`src/sv/ei_input_shaper_seven_axis_macros.svh`:
```
// Assertion helpers shared by the shaper modules.
`ifndef EI_INPUT_SHAPER_SEVEN_AXIS_MACROS_SVH
`define EI_INPUT_SHAPER_SEVEN_AXIS_MACROS_SVH

// Checked at every clock edge outside reset.
`define EIS_CHECK(lbl, prop) \
  lbl: assert property (@(posedge clk) disable iff (rst) prop) \
    else $error("eis check failed: lbl");

// Checked also while reset is held.
`define EIS_CHECK_ALWAYS(lbl, prop) \
  lbl: assert property (@(posedge clk) prop) else $error("eis check failed: lbl");

`endif

```
`src/sv/eis_pkg.sv`:
```
package eis_pkg;

  localparam int HISTORY_DEPTH_DEF = 128;
  localparam int JOINT_COUNT_DEF = 7;
  localparam int IO_JOINTS = 7;

  localparam int POS_W = 16;
  localparam int WHOLE_W = 7;
  localparam int FRAC_W = 16;
  localparam int GAIN_W = 17;
  localparam int COEF_W = 34;
  localparam int PROD_W = POS_W + COEF_W;
  localparam int ACC_W = 52;
  localparam int CFG_IDX_W = 3;
  localparam int TERM_W = 3;

  localparam logic [GAIN_W-1:0] ONE_Q16 = GAIN_W'(65536);

  // Register indexes of the configuration port.
  localparam logic [CFG_IDX_W-1:0] CFG_MID_WHOLE = 3'd0;
  localparam logic [CFG_IDX_W-1:0] CFG_MID_FRAC  = 3'd1;
  localparam logic [CFG_IDX_W-1:0] CFG_FAR_WHOLE = 3'd2;
  localparam logic [CFG_IDX_W-1:0] CFG_FAR_FRAC  = 3'd3;
  localparam logic [CFG_IDX_W-1:0] CFG_GAIN_NOW  = 3'd4;
  localparam logic [CFG_IDX_W-1:0] CFG_GAIN_MID  = 3'd5;
  localparam logic [CFG_IDX_W-1:0] CFG_GAIN_FAR  = 3'd6;

  // Terms of one shaped sample, taken one per cycle.
  localparam logic [TERM_W-1:0] TERM_NOW     = 3'd0;
  localparam logic [TERM_W-1:0] TERM_MID_NEW = 3'd1;
  localparam logic [TERM_W-1:0] TERM_MID_OLD = 3'd2;
  localparam logic [TERM_W-1:0] TERM_FAR_NEW = 3'd3;
  localparam logic [TERM_W-1:0] TERM_FAR_OLD = 3'd4;
  localparam logic [TERM_W-1:0] TERM_LAST    = TERM_FAR_OLD;

  typedef struct packed {
    logic              apply_wr;
    logic              load_fill;
    logic              sweep_clr;
    logic              sweep_wr;
    logic              issue;
    logic [TERM_W-1:0] term;
    logic              load_out;
  } cmd_t;

  typedef struct packed {
    logic sweep_last;
    logic out_full;
  } status_t;

endpackage

```
`src/sv/eis_controller.sv`:
```
`include "ei_input_shaper_seven_axis_macros.svh"

module eis_controller (
  input  logic             clk,
  input  logic             rst,
  input  logic             in_valid,
  output logic             in_stall,
  input  logic             op,
  input  eis_pkg::status_t status,
  output eis_pkg::cmd_t    cmd
);

  import eis_pkg::*;

  typedef enum logic [4:0] {
    ST_SWEEP = 5'b00001,
    ST_IDLE  = 5'b00010,
    ST_ISSUE = 5'b00100,
    ST_DRAIN = 5'b01000,
    ST_DONE  = 5'b10000
  } state_t;

  state_t            state, state_next;
  logic [TERM_W-1:0] term, term_next;
  logic              accept;

  assign in_stall = (state != ST_IDLE);
  assign accept   = in_valid & ~in_stall;

  always_comb begin
    state_next = state;
    term_next  = term;
    cmd        = '0;
    cmd.term   = term;
    case (state)
      ST_SWEEP: begin
        cmd.sweep_wr = 1'b1;
        if (status.sweep_last) begin
          state_next = ST_IDLE;
        end
      end
      ST_IDLE: begin
        if (accept && op) begin
          cmd.load_fill = 1'b1;
          cmd.sweep_clr = 1'b1;
          state_next    = ST_SWEEP;
        end else if (accept) begin
          cmd.apply_wr = 1'b1;
          term_next    = TERM_NOW;
          state_next   = ST_ISSUE;
        end
      end
      ST_ISSUE: begin
        cmd.issue = 1'b1;
        term_next = term + TERM_W'(1);
        if (term == TERM_LAST) begin
          state_next = ST_DRAIN;
        end
      end
      ST_DRAIN: begin
        state_next = ST_DONE;
      end
      ST_DONE: begin
        // The result register may still hold an earlier request.
        if (!status.out_full) begin
          cmd.load_out = 1'b1;
          state_next   = ST_IDLE;
        end
      end
      default: begin
        state_next = ST_IDLE;
      end
    endcase
  end

  always_ff @(posedge clk) begin
    if (rst) begin
      state <= ST_SWEEP;
      term  <= TERM_NOW;
    end else begin
      state <= state_next;
      term  <= term_next;
    end
  end

  `EIS_CHECK(a_term_in_range, (state == ST_ISSUE) |-> (term <= TERM_LAST))
  `EIS_CHECK(a_apply_starts_terms, (accept && !op) |=> (state == ST_ISSUE && term == TERM_NOW))
  `EIS_CHECK(a_load_only_when_free, cmd.load_out |-> !status.out_full)
  `EIS_CHECK_ALWAYS(a_reset_sweeps, rst |=> (state == ST_SWEEP))

endmodule

```
`config.mk`:
```
export PLATFORM = sky130hd
export DESIGN_NAME = eis_controller
export DESIGN_NICKNAME = d
export VERILOG_FILES = /design/src/sv/eis_pkg.sv /design/src/sv/eis_controller.sv
export VERILOG_INCLUDE_DIRS = /design/src /design/src/sv
export SDC_FILE = /design/constraint.sdc
export NUM_CORES = 1
export LEC_CHECK = 0
export BUFFER_PORTS_ARGS = -buffer_cell sky130_fd_sc_hd__buf_2
export CORE_AREA = 4 4 41 43
export DETAILED_ROUTE_END_ITERATION = 10
export DIE_AREA = 0 0 45 47
export MAX_ROUTING_LAYER = met4
export SYNTH_ARGS = -nofsm -noshare
export SYNTH_HDL_FRONTEND = slang
export SYNTH_SLANG_ARGS = --single-unit
```
`constraint.sdc`:
```
create_clock -name clk -period 4.2 [get_ports clk]
set_clock_uncertainty 0.05 [all_clocks]
set_input_delay 0.84 -clock clk [delete_from_list [all_inputs] [get_ports clk]]
set_output_delay 0.84 -clock clk [all_outputs]
set_load 0.01 [all_outputs]
```
==> results of run 1 <==
-- cells in the final DEF (no fill, tap or decap), types with 2 or more instances in the layout --
master	n
nand2_1	2
nor2_1	4
inv_1	6
dfxtp_1	8
clkbuf_4	3
or3_1	2
a21oi_1	3
nor2b_1	2
nand3_1	2
ha_1	2
o21ai_0	2
nor4_1	2
buf_2	15
-- critical path, cell delays in order --
cell	delay, ps
buf_2	100
or4bb_1	490
or2_1	240
inv_1	70
buf_2	130
-- sequential cells by signal, indices dropped and copies added (netlist names) --
signal	cells
term	3
state	5
-- logic make-up (layout without fill, tap and decap cells) --
kind of cell	count (synthesis)	count (layout)
AOI/OAI and AO/OA	12	12
adders and majority gates	2	2
buffers and inverters	10	24
DFF	8	8
and+or+nand+nor	27	27
-- worst max-delay path by stage --
stage	slack (ps)	startpoint	end	cells after the start
after detailed placement	1450	in_valid	cmd[8]	5
after global placement	1450	op	cmd[8]	5
after global routing	1370	op	cmd[8]	5
after floorplan	1660	op	cmd[8]	3
after CTS	1440	in_valid	cmd[8]	5
final	1450	in_valid	cmd[8]	5
-- metal layers --
metal	wire length, µm	up-vias	track usage, %
met1	511	198	14.48
met5	0	-	-
met3	52	0	5.747
met4	0	0	3.509
met2	484	9	18.08
li1	-	246	-
-- layout make-up --
| class | count | area share [%] |
|---|---|---|
| Multi-Input combinational cell | 41 | 48.71 |
| Sequential cell | 8 | 27.47 |
| Timing Repair Buffer | 15 | 12.88 |
| Clock buffer | 3 | 3.863 |
| Inverter | 6 | 3.863 |
| Tap cell | 15 | 3.219 |
-- report_power, final --
part,internal [W],switching (W)
Sequential,0.0000780,0.00000416
Clock,0.0000329,0.0000289
Combinational,0.0000101,0.0000102
Total,0.000121,0.0000433
-- metrics by stage --
| stage | instance area (µm²) | cells | setup WS (ps) |
|---|---|---|---|
| after detailed placement | 560.5 | 85 | 1450 |
| after global placement | 560.5 | 85 | 1452 |
| final | 583.1 | 88 | 1447 |
| after floorplan | 494.2 | 59 | 1664 |
| after CTS | 583.1 | 88 | 1441 |
| after global routing | 583.1 | 88 | 1365 |
==> impl_results.md, run 1 <==
- Total CTS buffers: 3
- Outcome: finished clean
- Final critical-path required period: 2753 ps
- Req. time, crit path: 3310 ps
- Power Dens Cells: 281.8 nW/µm²
- Compound-cell area share of the yosys netlist: 17.22%
- Worst-case hold slack: 444.6 ps
- Total core area: 1301 µm²
- Initial core utilization: between 30% and 40%
- Number of detailed-routing iterations run before antenna repair: 3
- Nets: 83
- Synthesized flop and latch total: 8
- Antenna fix cells: 0
- Clk sinks: 8
- Proportion of layout cells with a drive suffix above 1: 26.03%
- Cell chosen for the clock root: clkbuf_4
- Final hold violation count: 0
- Die H: about 47 µm
- CTS tree: built
- Adder-cell share of the synthesized area: 5.063%
- Share of the core filled with cells: around 45%
- Total overflow reported by the global router: 0
- Most used flip-flop cell after synthesis: dfxtp_1
- IO buf count: 15
- Combinational family with the most area after synthesis: simple AND/OR/NAND/NOR gates
- Vias per cell: 5.148
- Total design power: 0.0001643 W
- Share of the yosys chip area belonging to registers: 32.41%
- Pin count of the biggest net entering global routing: 12
- Fmax: between 300 and 400 MHz
- Most numerous cell in the Yosys netlist: dfxtp_1
- Clock Latency Late Sink: 260 ps
- Setup repair after global routing missed its margin: no
- Cell types with the highest counts after synthesis: dfxtp_1, inv_1, nor2_1
- Hold bufs inserted after CTS: 0
- Endpoint of the worst hold path: term[2]
- Critical Path Fanout Max: 3
- Number of different library cells in the post-synthesis netlist: 35
- Number of placement rows: 13
- Path type of the worst setup path: in -> out
- Hold Crit Start: term[2]
- Number of nets produced by synthesis: 67
- Cell type with the highest aggregate area in the netlist: dfxtp_1
- Final Slew Violations: 0
- Arr. time, crit path: around 1900 ps
- Mean instance size in the synthesized netlist: 8.377 µm²
- FF-to-FF path depth: 3
- Routed length per instance: approximately 12 µm
- Routability Congestion: 0.8161
- H-tree depth: 1
- Actual transition at the worst max-transition pin: 443.5 ps
- Reg clk slew, reported paths: around 60 ps
- Gate count after technology mapping: 59
- Area added between synthesis and finish: 17.97%
- Detailed-route DRC error count: 0
- Kind of launch point of the worst setup path: primary input
- Hold path cells: 2
- Fill cells: 145
- Reg-to-reg critical path endpoint: term[2]
- Post-route antenna net violation count: 0
- Worst min-delay path class: reg -> reg
- Via count of the routed design: 453
- Detailed-route wire length: 1048 µm
- Warning count from the yosys run: 0
- Synthesized cell area: 494.2 µm²
- Count of instances resized after the clock tree is built: 0
- Post-synthesis share of cell area spent on xor and xnor gates: 0%
- Async SR Flop Fraction: 0%
- Worst IR drop on VDD: approximately 120 µV
- Vias in the first global route: 439
- Number of violations reported at the end of detailed-routing iteration 0: 9
- Static Leakage: 0.2512 nW
- CP endpoint kind: output port
- Simple-gate area share of the yosys netlist: 35.19%
- Die ar.: ~2100 µm²
- Die boundary width: 45 µm
- Total of endpoints with negative setup slack in the final report: 0
- Post-CTS setup-driven buffer insertion count: 0
- DP HPWL: 788.7 µm
- Total negative setup slack: 0 ps
- Critical register-to-register path startpoint: state[3]
- Share of the synthesized area in the top cell type: 32.41%
- Dominant cells by area after synthesis: dfxtp_1, ha_1, inv_1
- Final critical-path share of the clock period: 65.55%
- Register-to-register setup slack: 2560 ps
- Initial antenna violation count: 0
- Global Route Usage Sum: 12.12%
- Count of flip-flops with a built-in enable after synthesis: 0
- Max-cap violations: 0
- Maximum clock path buffer count: 2
- First-pass GRT wire length: ~1800 µm
- Storage cell area: between 150 and 200 µm²
- Multi-input logic area: 284.0 µm²
- Top Ports: 16
- Mux share of post-synthesis cell area: 0%
- Remaining max-slew budget at the tightest pin: 70.16%
Power figures use the tool's default switching activity.
==> inputs of run 2 (changes only) <==
--- a/config.mk
+++ b/config.mk
@@ -6,6 +6,7 @@
 export SDC_FILE = /design/constraint.sdc
 export NUM_CORES = 1
 export LEC_CHECK = 0
+export ABC_AREA = 1
 export BUFFER_PORTS_ARGS = -buffer_cell sky130_fd_sc_hd__buf_2
 export CORE_AREA = 4 4 41 43
 export DETAILED_ROUTE_END_ITERATION = 10
==> constraint.sdc (replaced) <==
create_clock -name clk -period 2.5 [get_ports clk]
set_clock_uncertainty 0.05 [all_clocks]
set_input_delay 0.5 -clock clk [delete_from_list [all_inputs] [get_ports clk]]
set_output_delay 0.5 -clock clk [all_outputs]
set_load 0.01 [all_outputs]
==> run 2 against run 1 <==
  * Die area is the same
  * Critical path type is now reg -> out
  * Sequential share of layout area grew 0.059 points
  * Register-to-register slack lost 1300 ps
==> impl_results.md, run 2 <==
- Total CTS buffers: 3 (unchanged)
- Number of different library cells in the post-synthesis netlist: 18 (-49%)
- Path type of the worst setup path: reg -> out
- Synthesized flop and latch total: 8 (unchanged)
- Post-CTS setup-driven buffer insertion count: 0 (unchanged)
- Critical register-to-register path startpoint: term[0]
- Routed length per instance: 10.21 µm (-14%)
- Maximum clock path buffer count: 2 (unchanged)
- Storage cell area: 160.2 µm² (unchanged)
- Clk sinks: 8 (unchanged)
- Count of flip-flops with a built-in enable after synthesis: 0 (unchanged)
- Max-cap violations: 0 (unchanged)
- Hold bufs inserted after CTS: 0 (unchanged)
- Total of endpoints with negative setup slack in the final report: 0 (unchanged)
- Final Slew Violations: 0 (unchanged)
- Number of nets produced by synthesis: 73 (+9.0%)
- Fmax: 529.8 MHz
- IO buf count: 15 (unchanged)
- Die H: 47 µm (unchanged)
- Detailed-route DRC error count: 0 (unchanged)
- Worst min-delay path class: in -> reg
- Remaining max-slew budget at the tightest pin: 84.53% (+14 points)
- Commonest non-fill, non-tap cells in the layout: buf_2, inv_1, nand2_1, dfxtp_1, nand3_1
- Actual transition at the worst max-transition pin: 231.8 ps (-211.7 ps)
- Number of flip-flops under the largest register name: 5 (unchanged)
- Req. time, crit path: 1950 ps (-1360 ps)
- Initial antenna violation count: 0 (unchanged)
- Worst-case hold slack: 430.2 ps (-14.39 ps)
- Gate count after technology mapping: 65 (+10%)
- Post-route antenna net violation count: 0 (unchanged)
- Fill cells: 149 (+2.8%)
- FF-to-FF path depth: 8 (+5)
- Register-to-register setup slack: 1260 ps (-1300 ps)
- Most used flip-flop cell after synthesis: dfxtp_1
- Arr. time, crit path: 1340 ps (-520 ps)
- Die boundary width: 45 µm (unchanged)
- Total negative setup slack: 0 ps (unchanged)
- Hold path cells: 2 (unchanged)
- Kind of launch point of the worst setup path: flop
- Number of placement rows: 13 (unchanged)
- Global Route Usage Sum: 11.53% (-0.59 points)
- Multi-input logic area: 251.5 µm² (-11%)
- Clock Latency Late Sink: 260 ps (about the same)
- Vias in the first global route: 394 (-10%)
- Dominant cells by area after synthesis: dfxtp_1, inv_1, nand3_1
- Worst IR drop on VDD: 277.5 µV (+130%)
- Final hold violation count: 0 (unchanged)
- Static Leakage: 0.3170 nW (+26%)
- Number of violations reported at the end of detailed-routing iteration 0: 3 (-6)
- Reg clk slew, reported paths: 60 ps (about the same)
- Nets: 92 (+11%)
- First-pass GRT wire length: 1662 µm (-7.7%)
- Outcome: finished clean
- Warning count from the yosys run: 0 (unchanged)
- Die ar.: 2115 µm² (unchanged)
- Count of instances resized after the clock tree is built: 0 (unchanged)
- Biggest registers after layout: state (5), term (3)
- Detailed-route wire length: 990 µm (-5.5%)
- Cell type with the highest aggregate area in the netlist: dfxtp_1
- Total core area: 1301 µm² (unchanged)
- Critical Path Fanout Max: 4 (+1)
- Top Ports: 16 (unchanged)
- Most numerous cell in the Yosys netlist: inv_1
- Mean instance size in the synthesized netlist: 7.276 µm² (-13%)
- Synthesized cell area: 473.0 µm² (-4.3%)
- Share of the yosys chip area belonging to registers: 33.86% (+1.5 points)
- Area added between synthesis and finish: 23.02%
- Register ranked first by flip-flop count: state
- Reg-to-reg critical path endpoint: state[3]
- Total overflow reported by the global router: 0 (unchanged)
- Share of the synthesized area in the top cell type: 33.86% (+1.5 points)
- Power Dens Cells: 474.0 nW/µm² (+68%)
- Cell chosen for the clock root: clkbuf_4
- DP HPWL: 791.5 µm (+0.36%)
- CTS tree: built
- Antenna fix cells: 0 (unchanged)
- Pin count of the biggest net entering global routing: 7 (-5)
- Initial core utilization: 36.35% (-1.6 points)
- Proportion of layout cells with a drive suffix above 1: 36.59% (+11 points)
- H-tree depth: 1 (unchanged)
- Cell types with the highest counts after synthesis: inv_1, nand2_1, dfxtp_1
- Commonest non-fill, non-tap cell in the layout: buf_2
- Number of detailed-routing iterations run before antenna repair: 4 (+1)
- CP endpoint kind: output port
- Final critical-path required period: ~1900 ps
- Final critical-path share of the clock period: 75.50%
- Vias per cell: 4.598 (-11%)
- Hold Crit Start: rst
- Async SR Flop Fraction: 0% (unchanged)
- Via count of the routed design: 446 (-1.5%)
- Endpoint of the worst hold path: term[1]
- Routability Congestion: 0.7345 (-10%)
- Setup repair after global routing missed its margin: no
==> run 2: changes by cell type in the layout (fill, tap and decap cells not counted), sizes merged, moves of 2 or more <==
cell | before | now
nor4 | 2 | 0
nor2 | 4 | 8
nand3 | 2 | 9
nor2b | 2 | 0
or3 | 2 | 0
inv | 6 | 13
or4 | 2 | 0
a21oi | 3 | 6
nand4 | 0 | 5
nand2 | 2 | 10
o21ai | 2 | 0
==> run 2: how the worst max path moves through the flow <==
| stage | startpoint | end | slack [ps] | cells after the start |
|---|---|---|---|---|
| after floorplan | state[3] | cmd[7] | 870 | 8 |
| after global placement | state[3] | cmd[7] | 900 | 8 |
| after detailed placement | state[3] | cmd[6] | 880 | 8 |
| after CTS | state[3] | cmd[6] | 590 | 8 |
| after global routing | state[4] | cmd[6] | 510 | 8 |
| final | state[3] | cmd[6] | 610 | 8 |
==> run 2: layout make-up <==
cell class / instances / share of cell area, %
Multi-Input combinational cell: 42 / 43.23
Sequential cell: 8 / 27.53
Timing Repair Buffer: 15 / 12.90
Inverter: 14 / 9.247
Clock buffer: 3 / 3.871
Tap cell: 15 / 3.226
==> run 2: through the flow <==
step                      setup slack (ps)  util [%]  power (W)  std cells  area (µm²)
after global placement               899.1     42.98  0.0001783         94       559.3
after floorplan                      865.3         -  0.0001644         65       473.0
final                                612.5     44.71  0.0002758         97       581.8
after CTS                            588.8     44.71  0.0002815         97       581.8
after detailed placement             879.4     42.98  0.0001784         94       559.3
after global routing                 514.3     44.71  0.0002926         97       581.8
==> run 2: cells by family after synthesis <==
group	Yosys count	synth area share (%)
flip-flops	8	33.86
AO/OA/AOI/OAI	6	7.142
AND/OR/NAND/NOR	33	38.89
XOR/XNOR	1	1.852
adder cells (fa/ha/maj)	2	5.290
buffers and inverters	15	12.96
==> run 2: routing by layer <==
layer	track usage (%)	part of all wire, %
met1	14.42	47
met2	16.10	47
met3	2.299	5.7
met4	8.772	0
met5	-	0
==> run 2: worst max-delay path: stages (launching register included) <==
cell and delay, ps:
dfxtp_1 350, nor2_4 150, nand2_2 90, nor2_4 120, inv_2 50, nor2_1 80, nand2_1 70, inv_1 60
buf_2 120
==> run 2: power breakdown <==
group	switching, W	internal, W
clock	0.0000453	0.0000550
combinational	0.0000246	0.0000158
sequential	0.00000359	0.000131
